`src/hdl/owb_pkg.sv`:
```
// ----------------------------------------------------------------------------
// owb_pkg
// Types, codes and helpers shared by the 1-Wire bus master files.
// ----------------------------------------------------------------------------
package owb_pkg;

    // phase codes
    localparam logic [3:0] PH_IDLE     = 4'd0;
    localparam logic [3:0] PH_RST_LOW  = 4'd1;
    localparam logic [3:0] PH_RST_WAIT = 4'd2;
    localparam logic [3:0] PH_RST_REC  = 4'd3;
    localparam logic [3:0] PH_WR_LOW   = 4'd4;
    localparam logic [3:0] PH_WR_HOLD  = 4'd5;
    localparam logic [3:0] PH_WR_REL   = 4'd6;
    localparam logic [3:0] PH_RD_LOW   = 4'd7;
    localparam logic [3:0] PH_RD_WAIT  = 4'd8;
    localparam logic [3:0] PH_RD_REC   = 4'd9;
    localparam logic [3:0] PH_WAIT_HI  = 4'd10;

    // command codes
    localparam logic [2:0] FN_TICK    = 3'd0;
    localparam logic [2:0] FN_RESET   = 3'd1;
    localparam logic [2:0] FN_WRITE   = 3'd2;
    localparam logic [2:0] FN_READ    = 3'd3;
    localparam logic [2:0] FN_WAIT_HI = 3'd4;

    // status codes
    localparam logic [1:0] ST_OK       = 2'd0;
    localparam logic [1:0] ST_NO_PRES  = 2'd1;
    localparam logic [1:0] ST_TIMEOUT  = 2'd2;
    localparam logic [1:0] ST_RESERVED = 2'd3;

    // register indexes
    localparam logic [2:0] CFG_RESET_LOW    = 3'd0;
    localparam logic [2:0] CFG_PRES_WINDOW  = 3'd1;
    localparam logic [2:0] CFG_PRES_REC     = 3'd2;
    localparam logic [2:0] CFG_WRITE_SLOT   = 3'd3;
    localparam logic [2:0] CFG_READ_SAMPLE  = 3'd4;
    localparam logic [2:0] CFG_READ_REC     = 3'd5;

    localparam int CFG_IDX_W  = 3;
    localparam int CFG_DATA_W = 10;
    localparam int TIME_W     = 21;

    localparam logic [TIME_W-1:0] READ_LOW_TICKS = 21'd2;
    localparam logic [7:0]        CRC_POLY       = 8'h8C;

    typedef struct packed {
        logic [2:0]        func;
        logic [7:0]        data_byte;
        logic [TIME_W-1:0] wait_limit;
        logic              line_in;
    } t_in_word;

    typedef struct packed {
        logic       drive_low;
        logic       busy_res;
        logic       done_res;
        logic [1:0] status;
        logic [7:0] read_data;
        logic       crc_zero;
    } t_out_word;

    typedef struct packed {
        logic [9:0] reset_low_time;
        logic [9:0] presence_window;
        logic [9:0] presence_recovery;
        logic [7:0] write_slot_time;
        logic [5:0] read_sample_delay;
        logic [7:0] read_recovery_time;
    } t_cfg;

    typedef struct packed {
        logic [3:0]        phase;
        logic [TIME_W-1:0] time_left;
        logic [2:0]        bit_index;
        logic [7:0]        shift_byte;
        logic [7:0]        running_crc;
        logic [1:0]        last_status;
        logic [7:0]        last_read;
    } t_state;

    localparam t_cfg CFG_RESET = '{
        reset_low_time:     10'd500,
        presence_window:    10'd480,
        presence_recovery:  10'd400,
        write_slot_time:    8'd60,
        read_sample_delay:  6'd8,
        read_recovery_time: 8'd65
    };

    // Dallas CRC-8, reflected, one byte
    function automatic logic [7:0] crc8_byte(input logic [7:0] crc, input logic [7:0] b);
        logic [7:0] c;
        c = crc ^ b;
        for (int i = 0; i < 8; i++) begin
            c = c[0] ? ((c >> 1) ^ CRC_POLY) : (c >> 1);
        end
        return c;
    endfunction

endpackage

```
`src/hdl/onewire_bus_master_top.sv`:
```
// ----------------------------------------------------------------------------
// onewire_bus_master_top
// 1-Wire bus master stepped once per microsecond tick word.
//
//  channel  | direction | handshake                 | word
//  ---------+-----------+---------------------------+-------------------
//  in       | input     | i_in_valid / o_in_ready   | i_in_word (t_in_word)
//  out      | output    | o_out_valid / i_out_ready | o_out_word (t_out_word)
//  cfg      | input     | i_cfg_we                  | i_cfg_index, i_cfg_data
//
//  One tick word per cycle sustained while the output is not stalled; a word's
//  result passes through the input register, then the result register.
//  The state update for a tick is one pass through owb_step.
//  Reset returns the state and config registers to defaults and empties both word registers.
//  A stalled output holds the pending input word and the bus state.
// ----------------------------------------------------------------------------
module onewire_bus_master_top (
    input  logic                                i_clk,
    input  logic                                i_rst_n,
    input  logic                                i_in_valid,
    output logic                                o_in_ready,
    input  owb_pkg::t_in_word                   i_in_word,
    output logic                                o_out_valid,
    input  logic                                i_out_ready,
    output owb_pkg::t_out_word                  o_out_word,
    input  logic                                i_cfg_we,
    input  logic [owb_pkg::CFG_IDX_W-1:0]       i_cfg_index,
    input  logic [owb_pkg::CFG_DATA_W-1:0]      i_cfg_data
);

    logic               r_in_valid;
    owb_pkg::t_in_word  r_in_word;
    logic               r_out_valid;
    owb_pkg::t_out_word r_out_word;
    owb_pkg::t_state    r_state;
    owb_pkg::t_cfg      r_cfg;

    owb_pkg::t_state    n_state;
    owb_pkg::t_out_word n_out_word;
    logic               w_adv;

    assign w_adv       = r_in_valid && (!r_out_valid || i_out_ready);
    assign o_in_ready  = !r_in_valid || w_adv;
    assign o_out_valid = r_out_valid;
    assign o_out_word  = r_out_word;

    owb_step u_step (
        .i_state (r_state),
        .i_cfg   (r_cfg),
        .i_word  (r_in_word),
        .o_state (n_state),
        .o_word  (n_out_word)
    );

    always_ff @(posedge i_clk) begin
        if (!i_rst_n) begin
            r_in_valid  <= 1'b0;
            r_out_valid <= 1'b0;
        end else begin
            if (o_in_ready) begin
                r_in_valid <= i_in_valid;
            end
            if (w_adv) begin
                r_out_valid <= 1'b1;
            end else if (i_out_ready) begin
                r_out_valid <= 1'b0;
            end
        end
    end

    always_ff @(posedge i_clk) begin
        if (o_in_ready && i_in_valid) begin
            r_in_word <= i_in_word;
        end
        if (w_adv) begin
            r_out_word <= n_out_word;
        end
    end

    always_ff @(posedge i_clk) begin
        if (!i_rst_n) begin
            r_state <= '0;
        end else if (w_adv) begin
            r_state <= n_state;
        end
    end

    always_ff @(posedge i_clk) begin
        if (!i_rst_n) begin
            r_cfg <= owb_pkg::CFG_RESET;
        end else if (i_cfg_we) begin
            case (i_cfg_index)
                owb_pkg::CFG_RESET_LOW:   r_cfg.reset_low_time     <= i_cfg_data;
                owb_pkg::CFG_PRES_WINDOW: r_cfg.presence_window    <= i_cfg_data;
                owb_pkg::CFG_PRES_REC:    r_cfg.presence_recovery  <= i_cfg_data;
                owb_pkg::CFG_WRITE_SLOT:  r_cfg.write_slot_time    <= i_cfg_data[7:0];
                owb_pkg::CFG_READ_SAMPLE: r_cfg.read_sample_delay  <= i_cfg_data[5:0];
                owb_pkg::CFG_READ_REC:    r_cfg.read_recovery_time <= i_cfg_data[7:0];
                default: begin
                end
            endcase
        end
    end

`ifndef ASSERT_OFF
    a_done_not_busy: assert property (@(posedge i_clk) disable iff (!i_rst_n)
        r_out_valid |-> !(r_out_word.done_res && r_out_word.busy_res))
        else $error("done and busy both set");

    a_busy_tracks_phase: assert property (@(posedge i_clk) disable iff (!i_rst_n)
        w_adv |=> (r_out_word.busy_res == (r_state.phase != owb_pkg::PH_IDLE)))
        else $error("busy does not match phase");

    a_crc_tracks_state: assert property (@(posedge i_clk) disable iff (!i_rst_n)
        w_adv |=> (r_out_word.crc_zero == (r_state.running_crc == '0)))
        else $error("crc flag does not match crc state");

    a_status_code: assert property (@(posedge i_clk) disable iff (!i_rst_n)
        r_out_valid |-> (r_out_word.status != owb_pkg::ST_RESERVED))
        else $error("reserved status code");

    a_stall_holds_state: assert property (@(posedge i_clk) disable iff (!i_rst_n)
        (r_out_valid && !i_out_ready) |=> $stable(r_state))
        else $error("state moved during output stall");
`endif

endmodule

```
`src/hdl/owb_step.sv`:
```
// ----------------------------------------------------------------------------
// owb_step
// Next-state and result logic for one microsecond tick of the bus master.
// ----------------------------------------------------------------------------
module owb_step (
    input  owb_pkg::t_state    i_state,
    input  owb_pkg::t_cfg      i_cfg,
    input  owb_pkg::t_in_word  i_word,
    output owb_pkg::t_state    o_state,
    output owb_pkg::t_out_word o_word
);

    always_comb begin
        owb_pkg::t_state s;
        logic [owb_pkg::TIME_W-1:0] tl_dec;
        logic cd;
        logic drive;
        logic fin;
        logic [1:0] fin_st;
        logic rd_end;

        s      = i_state;
        drive  = 1'b0;
        fin    = 1'b0;
        fin_st = owb_pkg::ST_OK;
        rd_end = 1'b0;

        if (s.phase == owb_pkg::PH_IDLE) begin
            case (i_word.func)
                owb_pkg::FN_RESET: begin
                    s.bit_index   = '0;
                    s.running_crc = '0;
                    s.phase       = owb_pkg::PH_RST_LOW;
                    s.time_left   = (i_cfg.reset_low_time == '0) ? 21'd1
                                  : {11'd0, i_cfg.reset_low_time};
                end
                owb_pkg::FN_WRITE: begin
                    s.bit_index  = '0;
                    s.shift_byte = i_word.data_byte;
                    s.phase      = owb_pkg::PH_WR_LOW;
                    s.time_left  = 21'd1;
                end
                owb_pkg::FN_READ: begin
                    s.bit_index  = '0;
                    s.shift_byte = '0;
                    s.phase      = owb_pkg::PH_RD_LOW;
                    s.time_left  = owb_pkg::READ_LOW_TICKS;
                end
                owb_pkg::FN_WAIT_HI: begin
                    s.bit_index = '0;
                    s.phase     = owb_pkg::PH_WAIT_HI;
                    s.time_left = i_word.wait_limit;
                end
                default: begin
                end
            endcase
        end

        tl_dec = (s.time_left != '0) ? s.time_left - 21'd1 : s.time_left;
        cd     = (tl_dec == '0);

        case (s.phase)
            owb_pkg::PH_RST_LOW: begin
                drive       = 1'b1;
                s.time_left = tl_dec;
                if (cd) begin
                    s.phase     = owb_pkg::PH_RST_WAIT;
                    s.time_left = (i_cfg.presence_window == '0) ? 21'd1
                                : {11'd0, i_cfg.presence_window};
                end
            end
            owb_pkg::PH_RST_WAIT: begin
                if (s.time_left == '0) begin
                    fin    = 1'b1;
                    fin_st = owb_pkg::ST_NO_PRES;
                end else if (!i_word.line_in) begin
                    if (i_cfg.presence_recovery == '0) begin
                        fin = 1'b1;
                    end else begin
                        s.phase     = owb_pkg::PH_RST_REC;
                        s.time_left = {11'd0, i_cfg.presence_recovery};
                    end
                end else begin
                    s.time_left = tl_dec;
                    if (cd) begin
                        fin    = 1'b1;
                        fin_st = owb_pkg::ST_NO_PRES;
                    end
                end
            end
            owb_pkg::PH_RST_REC: begin
                s.time_left = tl_dec;
                fin         = cd;
            end
            owb_pkg::PH_WR_LOW: begin
                drive       = 1'b1;
                s.phase     = owb_pkg::PH_WR_HOLD;
                s.time_left = (i_cfg.write_slot_time == '0) ? 21'd1
                            : {13'd0, i_cfg.write_slot_time};
            end
            owb_pkg::PH_WR_HOLD: begin
                drive       = ~s.shift_byte[0];
                s.time_left = tl_dec;
                if (cd) begin
                    s.phase = owb_pkg::PH_WR_REL;
                end
            end
            owb_pkg::PH_WR_REL: begin
                s.shift_byte = s.shift_byte >> 1;
                if (s.bit_index == 3'd7) begin
                    fin = 1'b1;
                end else begin
                    s.bit_index = s.bit_index + 3'd1;
                    s.phase     = owb_pkg::PH_WR_LOW;
                    s.time_left = 21'd1;
                end
            end
            owb_pkg::PH_RD_LOW: begin
                drive       = 1'b1;
                s.time_left = tl_dec;
                if (cd) begin
                    s.phase     = owb_pkg::PH_RD_WAIT;
                    s.time_left = (i_cfg.read_sample_delay == '0) ? 21'd1
                                : {15'd0, i_cfg.read_sample_delay};
                end
            end
            owb_pkg::PH_RD_WAIT: begin
                s.time_left = tl_dec;
                if (cd) begin
                    s.shift_byte = {i_word.line_in, s.shift_byte[7:1]};
                    if (i_cfg.read_recovery_time == '0) begin
                        rd_end = 1'b1;
                    end else begin
                        s.phase     = owb_pkg::PH_RD_REC;
                        s.time_left = {13'd0, i_cfg.read_recovery_time};
                    end
                end
            end
            owb_pkg::PH_RD_REC: begin
                s.time_left = tl_dec;
                rd_end      = cd;
            end
            owb_pkg::PH_WAIT_HI: begin
                if (s.time_left == '0) begin
                    fin    = 1'b1;
                    fin_st = owb_pkg::ST_TIMEOUT;
                end else if (i_word.line_in) begin
                    fin = 1'b1;
                end else begin
                    s.time_left = tl_dec;
                    if (cd) begin
                        fin    = 1'b1;
                        fin_st = owb_pkg::ST_TIMEOUT;
                    end
                end
            end
            default: begin
                s.phase = owb_pkg::PH_IDLE;
            end
        endcase

        // end of one read slot
        if (rd_end) begin
            if (s.bit_index == 3'd7) begin
                s.last_read   = s.shift_byte;
                s.running_crc = owb_pkg::crc8_byte(s.running_crc, s.shift_byte);
                fin           = 1'b1;
            end else begin
                s.bit_index = s.bit_index + 3'd1;
                s.phase     = owb_pkg::PH_RD_LOW;
                s.time_left = owb_pkg::READ_LOW_TICKS;
            end
        end

        if (fin) begin
            s.phase       = owb_pkg::PH_IDLE;
            s.time_left   = '0;
            s.last_status = fin_st;
        end

        o_state            = s;
        o_word.drive_low   = drive;
        o_word.busy_res    = (s.phase != owb_pkg::PH_IDLE);
        o_word.done_res    = fin;
        o_word.status      = s.last_status;
        o_word.read_data   = s.last_read;
        o_word.crc_zero    = (s.running_crc == '0);
    end

endmodule
```
`config.mk`:
```
export PLATFORM = sky130hd
export DESIGN_NAME = onewire_bus_master_top
export DESIGN_NICKNAME = d
export VERILOG_FILES = /design/src/hdl/owb_pkg.sv /design/src/hdl/onewire_bus_master_top.sv /design/src/hdl/owb_step.sv
export SDC_FILE = /design/constraint.sdc
export NUM_CORES = 1
export LEC_CHECK = 0
export BUFFER_PORTS_ARGS = -buffer_cell sky130_fd_sc_hd__buf_2
export CAP_MARGIN = 0
export CORE_AREA = 4 4 153 155
export DETAILED_ROUTE_END_ITERATION = 10
export DIE_AREA = 0 0 157 159
export SLEW_MARGIN = 5
export SYNTH_ARGS = -nofsm -noshare
export SYNTH_HDL_FRONTEND = slang
export SYNTH_SLANG_ARGS = --single-unit
```
`constraint.sdc`:
```
create_clock -name i_clk -period 11.2 [get_ports i_clk]
set_input_delay 1.12 -clock i_clk [delete_from_list [all_inputs] [get_ports i_clk]]
set_output_delay 1.12 -clock i_clk [all_outputs]
set_load 0.02 [all_outputs]
```
======== Word level (Yosys, flattened, before mapping) ========
Cells that the tools add are included.
word-level totals
  bits of input ports ..................... 51
  logic and storage cells ................. 153
  bits in registers ....................... 155
  output and inout port bits .............. 16
cells by class
  bitwise gates (word level) .............. 10
  multiplexer cells ....................... 65
  equality and inequality tests ........... 21
  $add $sub $neg .......................... 3
  reductions and logical operators ........ 29
operators by type and width
  operator                                             count
  two-way mux 25 bit                                   7
  one-hot mux 21 bit (8 select lines)                  1
  two-way mux 8 bit                                    15
  one-hot mux 28 bit (4 select lines)                  1
  two-way mux 21 bit                                   4
  two-way mux 28 bit                                   3
  two-way mux 44 bit                                   1
  logical NOT 21 bit                                   2
  one-hot mux 4 bit (8 select lines)                   1
  one-hot mux 8 bit (2 select lines)                   2
  logical NOT 10 bit                                   3
  logical NOT 8 bit                                    3
  NOT 2 -> 3 bit                                       8
  nonzero test 21 bit                                  1
  subtractor 21 x 1 -> 21 bit, second input constant   1
  two-way mux 10 bit                                   2
  equality test 4 x 3 -> 1 bit, second input constant  4
  equality test 3 bit, second input constant           5
  two-way mux 1 bit                                    15
  equality test 3 x 2 -> 1 bit, second input constant  4
  equality test 4 bit, second input constant           3
  AND reduction 2 bit                                  6
  two-way mux 2 bit                                    5
  OR reduction 3 bit                                   3
  20 further kinds                                     28

======== Longest topological paths before layout ========
Gate-level depths: netlist of the first run.
  word-level depth ........................ 29
  depth in mapped cells ................... 25
  mapped depth without buffers ............ 19

======== Cells and area by module ========
A second synthesis of the first run with hierarchy kept.
unflattened totals
  cell total of the unflattened synthesis .. 1248
  area, all modules ....................... 10154.7 sq um
by module, submodules not included
  module                  instances  seq. area each (sq um)  cells each  area each (sq um)
  onewire_bus_master_top  1          3573.4                  477         5406.4
  owb_step                1          0.0                     771         4748.3

======== Least setup slack after synthesis of the first run ========
OpenSTA, ideal clock, no wires.
  path kind ............................... register -> register
  start ................................... register r_in_word[31] (netlist name)
  end ..................................... register r_out_word (netlist bit o_out_word[0]), data pin
  library setup time ...................... 0.132 ns
  path buffers ............................ 4
  arrival time ............................ 5.123 ns
  clock period less this slack ............ 5.255 ns
  path slack .............................. 5.945 ns
  cell stages (with the launch flop) ...... 23
  data required time ...................... 11.068 ns
  cells stage by stage .................... edfxtp_1 -> buf_6 -> or3_1 -> buf_2 -> and3_4 -> buf_2 -> mux2i_2 -> ha_1 -> inv_1 -> a221o_1 -> a2111oi_4 -> nand4_1 -> or3_1 -> a22oi_1 -> and4_4 -> buf_4 -> nand2_4 -> a211oi_1 -> xnor2_1 -> xnor2_1 -> or4b_1 -> o21ai_1 -> and3_1
RTL lines
  element                 RTL line                      source
  start, declared         onewire_bus_master_top.sv:32  owb_pkg::t_in_word r_in_word;
  start signal, assigned  onewire_bus_master_top.sv:73  r_in_word <= i_in_word;
  end signal, assigned    onewire_bus_master_top.sv:76  r_out_word <= n_out_word;
  end, declared           onewire_bus_master_top.sv:34  owb_pkg::t_out_word r_out_word;

==> flow_summary.json, run 1 <==
{
  "status": "finished clean",
  "path_cells": "nor2b_1 -> a32oi_1 -> o32a_2 -> inv_2 -> ha_1 -> inv_1 -> a221o_1 -> a2111oi_4 -> nand4_1 -> or3_1 -> a22oi_1 -> and4_4 -> nand2_4 -> a2111oi_0 -> nand3_1 -> or4b_1 -> o21ai_1 -> and3_1",
  "initial_core_util_pct": 43.9,
  "cts-root-buf": "clkbuf_16",
  "rsz0062_at_grt": "no",
  "ant_nets": 0,
  "post_cts_resized": 0,
  "min_period_ps": 6880,
  "crit_path_max_incr_delay_ps": 790,
  "first_global_vias": 8629,
  "worstPathArrival_ps": 7190,
  "drt_iter0_drc": 1089,
  "worst_pin_slew_ps": 1210,
  "hpwl_um": 23200,
  "crit_path_end_kind": "register",
  "period_share_pct": 61.5,
  "path_max_fanout": 18,
  "die_h_um": 159,
  "fin_cells": 1491,
  "cts_buffers": 17,
  "cp_slowest_cell": "nor2b_1",
  "layout_common_cells": "nand2_1, dfxtp_1, nor2_1, buf_2, a21oi_1",
  "gp_congestion": 0.982,
  "tritoncts": "yes",
  "power.density_nw_per_um2": 161,
  "hold_path_class": "reg -> reg",
  "num_rows": 54,
  "synth.area.top_cells": "dfxtp_1, edfxtp_1, nand2_1, a21boi_0, a21oi_1",
  "drive_gt1_share_pct": 13.0,
  "busiest_layer": "met2",
  "ys_warn_count": 0,
  "dp_cells": 1459,
  "start_kind": "register",
  "postCtsSetupBuffers": 0,
  "critical_path_buf_inv_count": 2,
  "synthToLayoutAreaGrowth_pct": 11.2,
  "synth-main-ff-cell": "dfxtp_1",
  "wl_um": 32300,
  "overflow": 0,
  "syn-cell-area_sq_um": 9570,
  "cts_max_path_buffers": 2,
  "layout_commonest_cell": "nand2_1",
  "htreeDepth": 4,
  "clkTransAtPathRegs_ps": 80,
  "ys_ff_latch": 155,
  "synth-async-reset-ratio_pct": 0,
  "synth-edff-count": 47,
  "p_leak_uw": 0.00395,
  "nNetsFinal": 1253,
  "fin_skew_ps": 16.8,
  "wl_per_cell_um": 21.7,
  "fp.dieW_um": 157,
  "crit_type": "reg -> reg",
  "synth_seq_area_share_pct": 37.3,
  "fin_util_pct": 48.8,
  "cp_top_family": "simple AND/OR/NAND/NOR gates",
  "fin_ws_ps": 4320,
  "buffer_ports.inserted": 66,
  "detail_route.vias_per_cell": 6.25,
  "vias": 9320,
  "grt_util_met3_pct": 4.40,
  "fin_setup_tns_ps": 0,
  "gr-usage-met2_pct": 40.0,
  "use_met1_pct": 35.5,
  "antenna_found_initial": 0,
  "first_pass_iters": 6,
  "ios": 67,
  "relSlewSlack_pct": 18.9,
  "hold_violations": 0,
  "maxClockFrequency_mhz": 145,
  "core-area_sq_um": 21800,
  "maxSlewViolCount": 0,
  "remaining_drc_errors": 0,
  "pre_cts_slack_ps": 4450,
  "grt_pass1_wl_um": 50100,
  "clkSinkCount": 155,
  "die_area_sq_um": 25000,
  "synth_area_per_cell_sq_um": 8.15,
  "diodes": 0,
  "track_usage_pct": 25.5,
  "drv_cap": 0,
  "grt_max_degree": 113,
  "hold_slack_ps": 469,
  "required_ps": 11510,
  "syn_nets": 1230,
  "ir_drop_mv": 0.0729,
  "clock_latency_ps": 440,
  "postCtsHoldBufs": 0,
  "yosys.area.top_type_share_pct": 22.6,
  "syn_inst": 1175,
  "synth_cell_types": 93,
  "synth_top_area_cell": "dfxtp_1",
  "setup_viol": 0
}
-- Yosys cell counts, drive strengths merged (6+ instances only) --
cell type,instances
a31oi,19
xnor2,22
a22oi,12
buf,15
nand3,59
o21ai,66
nand2,221
nor2,80
o31ai,6
a21oi,64
edfxtp,47
o211ai,11
a32oi,9
o22ai,6
or3,11
nor4,17
a21boi,53
nor3b,11
xor2,8
nand2b,7
a211oi,10
dfxtp,108
nor2b,32
mux2i,14
a22o,6
or2,6
nor3,33
inv,9
clkbuf,58
and3,26
nand4,6
and2,17
a221oi,10
a221o,9
and4,7
-- metrics by stage --
stage,instance area (sq um),power [uW]
2_1_floorplan,9570,975
3_3_place_gp,10000,1110
3_5_place_dp,10000,1110
4_1_cts,10600,1710
5_1_grt,10600,1790
6_report,10600,1710
-- layout make-up --
cell class,instances,area (sq um)
Sequential cell,155,3570
Fill cell,2137,11200
Clock buffer,18,450
Timing Repair Buffer,77,413
Inverter,10,37.5
Tap cell,280,350
Multi-Input combinational cell,937,5660
Clock inverter,14,161
-- worst register-to-register path, cell delays in order, from the launching register on --
cell and delay (ps):
edfxtp_1 690, nor2b_1 790, a32oi_1 110, o32a_2 460, inv_2 120, ha_1 140
inv_1 40, a221o_1 310, a2111oi_4 430, nand4_1 570, or3_1 520, a22oi_1 240
and4_4 370, nand2_4 150, a2111oi_0 350, nand3_1 540, or4b_1 670, o21ai_1 110
and3_1 160
-- cells by family (layout without fill, tap and decap cells) --
group	count (synthesis)	in the layout	share of synthesized area, %
fa+ha+maj	4	4	0.523
simple gates	547	547	28.3
xor+xnor	32	32	3.58
buf+inv	83	119	3.66
compound gates	335	335	24.3
mux	19	19	2.26
flops	155	155	37.3
-- sequential cells by signal, indices dropped and copies added (netlist names) --
register     count
o_out_valid      1
o_out_word      14
r_cfg           52
r_in_valid       1
r_in_word       33
r_state         54
-- final timing paths --
path	from	end	slack [ps]	depth (start not counted)
worst max-delay path	r_in_word[30]	o_out_word[0]	4320	18
worst min-delay path	r_state[0]	r_state[0]	470	2
worst max register to register	r_in_word[30]	o_out_word[0]	4320	18
worst min register to register	r_state[0]	r_state[0]	470	2
-- power by group --
group	total [uW]	internal (uW)	switching, uW
clock	600	315	285
sequential	620	603	17.1
combinational	489	165	324
-- routing by layer --
layer	vias to the layer above	wire length, um
met5	-	0
met4	0	1040
met3	78	2440
met2	447	14900
met1	4421	13900
li1	4374	-
Note: power is estimated with default switching activity, not from simulation.
==> inputs of run 2 (changes only) <==
clock period = 5.9 ns   (was 11.2 ns; I/O delays follow)
==> run 2 against run 1 <==
  * Non-clock buffer count grew 35
  * Sequential power is 90% higher
  * Worst setup slack lost 4000 ps
  * Critical path type unchanged
  * Die area unchanged
==> flow_summary.json, run 2 (synthesized netlist as in run 1, its figures left out) <==
{
  "fin_skew_ps": 16.9,
  "largestRegisters": "r_state x54, r_cfg x52, r_in_word x33",
  "first_global_vias": 8918,
  "nNetsFinal": 1288,
  "ant_nets": 0,
  "grt_max_degree": 86,
  "htreeDepth": 4,
  "num_rows": 54,
  "crit_path_max_incr_delay_ps": 550,
  "gp_congestion": 0.993,
  "internal_power_uw": 2110,
  "p_switching_uw": 1190,
  "drt_iter0_drc": 922,
  "remaining_drc_errors": 0,
  "postCtsSetupBuffers": 0,
  "clock_latency_ps": 440,
  "r2r_end": "o_out_word[0]",
  "crit_path_end_kind": "register",
  "hold_path_class": "in -> reg",
  "clkSinkCount": 155,
  "initial_core_util_pct": 43.9,
  "maxClockFrequency_mhz": 178,
  "clkTransAtPathRegs_ps": 70,
  "path_max_fanout": 11,
  "drive_gt1_share_pct": 15.6,
  "fin_ws_ps": 268,
  "relSlewSlack_pct": 31.1,
  "path_cells": "or3_1 -> and3_4 -> o32a_2 -> inv_2 -> ha_1 -> inv_1 -> a221o_1 -> a2111oi_4 -> buf_4 -> nand4_1 -> or3_1 -> a22oi_1 -> nand4_1 -> o21ai_1 -> nand3_1 -> xnor2_1 -> xnor3_2 -> xnor2_4 -> a31o_1 -> and3_1",
  "antenna_found_initial": 0,
  "largest_register_ffs": 54,
  "regArea_sq_um": 3570,
  "multi_input_area_sq_um": 5660,
  "setup_viol": 0,
  "die_area_sq_um": 25000,
  "grt_pass1_wl_um": 50700,
  "p_clk_share_pct": 34.7,
  "whs_endpoint": "r_in_word[25]",
  "wl_per_cell_um": 21.5,
  "detail_route.vias_per_cell": 6.19,
  "worstPathArrival_ps": 5820,
  "post_dp_cell_area_sq_um": 10300,
  "hold_violations": 0,
  "ios": 67,
  "cts_max_path_buffers": 2,
  "crit_type": "reg -> reg",
  "layout_common_cells": "nand2_1, dfxtp_1, nor2_1, buf_2, a21oi_1",
  "diodes": 0,
  "wl_um": 32800,
  "fill_cells": 2207,
  "first_pass_iters": 7,
  "p_comb_share_pct": 29.7,
  "r2r_slack_ps": 270,
  "buffer_ports.inserted": 66,
  "r2r-start": "r_in_word[31]",
  "layout_commonest_cell": "nand2_1",
  "hold_depth": 1,
  "tritoncts": "yes",
  "r2r_cells": 20,
  "min_from": "i_in_word[25]",
  "fin_setup_tns_ps": 0,
  "track_usage_pct": 25.8,
  "period_share_pct": 95.5,
  "p_leak_uw": 0.00412,
  "ir_drop_mv": 0.166,
  "hpwl_um": 23900,
  "regMostFlops": "r_state",
  "rsz0062_at_grt": "no",
  "cts_buffers": 17,
  "fp.dieW_um": 157,
  "power.density_nw_per_um2": 303,
  "vias": 9451,
  "worst_pin_slew_ps": 1030,
  "overflow": 0,
  "drv_cap": 0,
  "final_cell_area_sq_um": 10900,
  "core-area_sq_um": 21800,
  "start_kind": "register",
  "pre_cts_slack_ps": 347,
  "status": "finished clean",
  "cp_slowest_cell": "edfxtp_1",
  "required_ps": 6090,
  "min_period_ps": 5630,
  "swShare_pct": 36.0,
  "maxSlewViolCount": 0,
  "power_frac_seq_pct": 35.7,
  "synthToLayoutAreaGrowth_pct": 14.0,
  "die_h_um": 159,
  "cts-root-buf": "clkbuf_16"
}
[run 2: cell type report]
cell class / instances / share of cell area (%)
Clock buffer: 19 / 4.36
Clock inverter: 13 / 1.25
Sequential cell: 155 / 32.8
Tap cell: 280 / 3.21
Timing Repair Buffer: 112 / 6.19
Inverter: 10 / 0.344
Multi-Input combinational cell: 937 / 51.9
[run 2: timing repair]
action | CTS | global route
hold buffers | 0 | 0
resized for setup | 0 | 3
setup endpoints to repair | 0 | 3
[run 2: layer usage]
| metal | wire (um) | vias up | global-route usage, % |
|---|---|---|---|
| li1 | - | 4435 | - |
| met1 | 14000 | 4532 | 34.2 |
| met2 | 15400 | 414 | 42.4 |
| met3 | 2450 | 70 | 5.27 |
| met4 | 889 | 0 | 7.46 |
| met5 | 0 | - | 0 |
[run 2: worst max path at each step]
stage | startpoint | to
after global routing | r_in_word[31] | o_out_word[0]
final | r_in_word[31] | o_out_word[0]
after detailed placement | r_in_word[32] | o_out_word[0]
after floorplan | r_in_word[31] | o_out_word[0]
after CTS | r_in_word[32] | o_out_word[0]
after global placement | r_in_word[32] | o_out_word[0]
[run 2: critical path: cells and delay by family (launching register included)]
family          cells  cell delay [ps]
compound gates      6             1660
flops               1              550
fa+ha+maj           1              140
buf+inv             3              350
simple gates        7             1830
xor+xnor            3              870
[run 2: metrics by stage]
| step | hold WS, ps | cells | power, uW | util, % |
|---|---|---|---|---|
| global route | 313 | 1526 | 3440 | 50.0 |
| detailed placement | 459 | 1494 | 2150 | 47.2 |
| floorplan | 440 | 1175 | 1850 | - |
| finish | 326 | 1526 | 3300 | 50.0 |
| CTS | 316 | 1526 | 3300 | 50.0 |
| global placement | 452 | 1494 | 2150 | 47.2 |
[run 2: power groups by stage]
stage | registers [uW] | clock network, uW | logic (uW)
floorplan | 1190 | 0 | 656
global placement | 1200 | 0 | 950
detailed placement | 1200 | 0 | 949
CTS | 1180 | 1160 | 954
global route | 1180 | 1200 | 1060
finish | 1180 | 1140 | 979
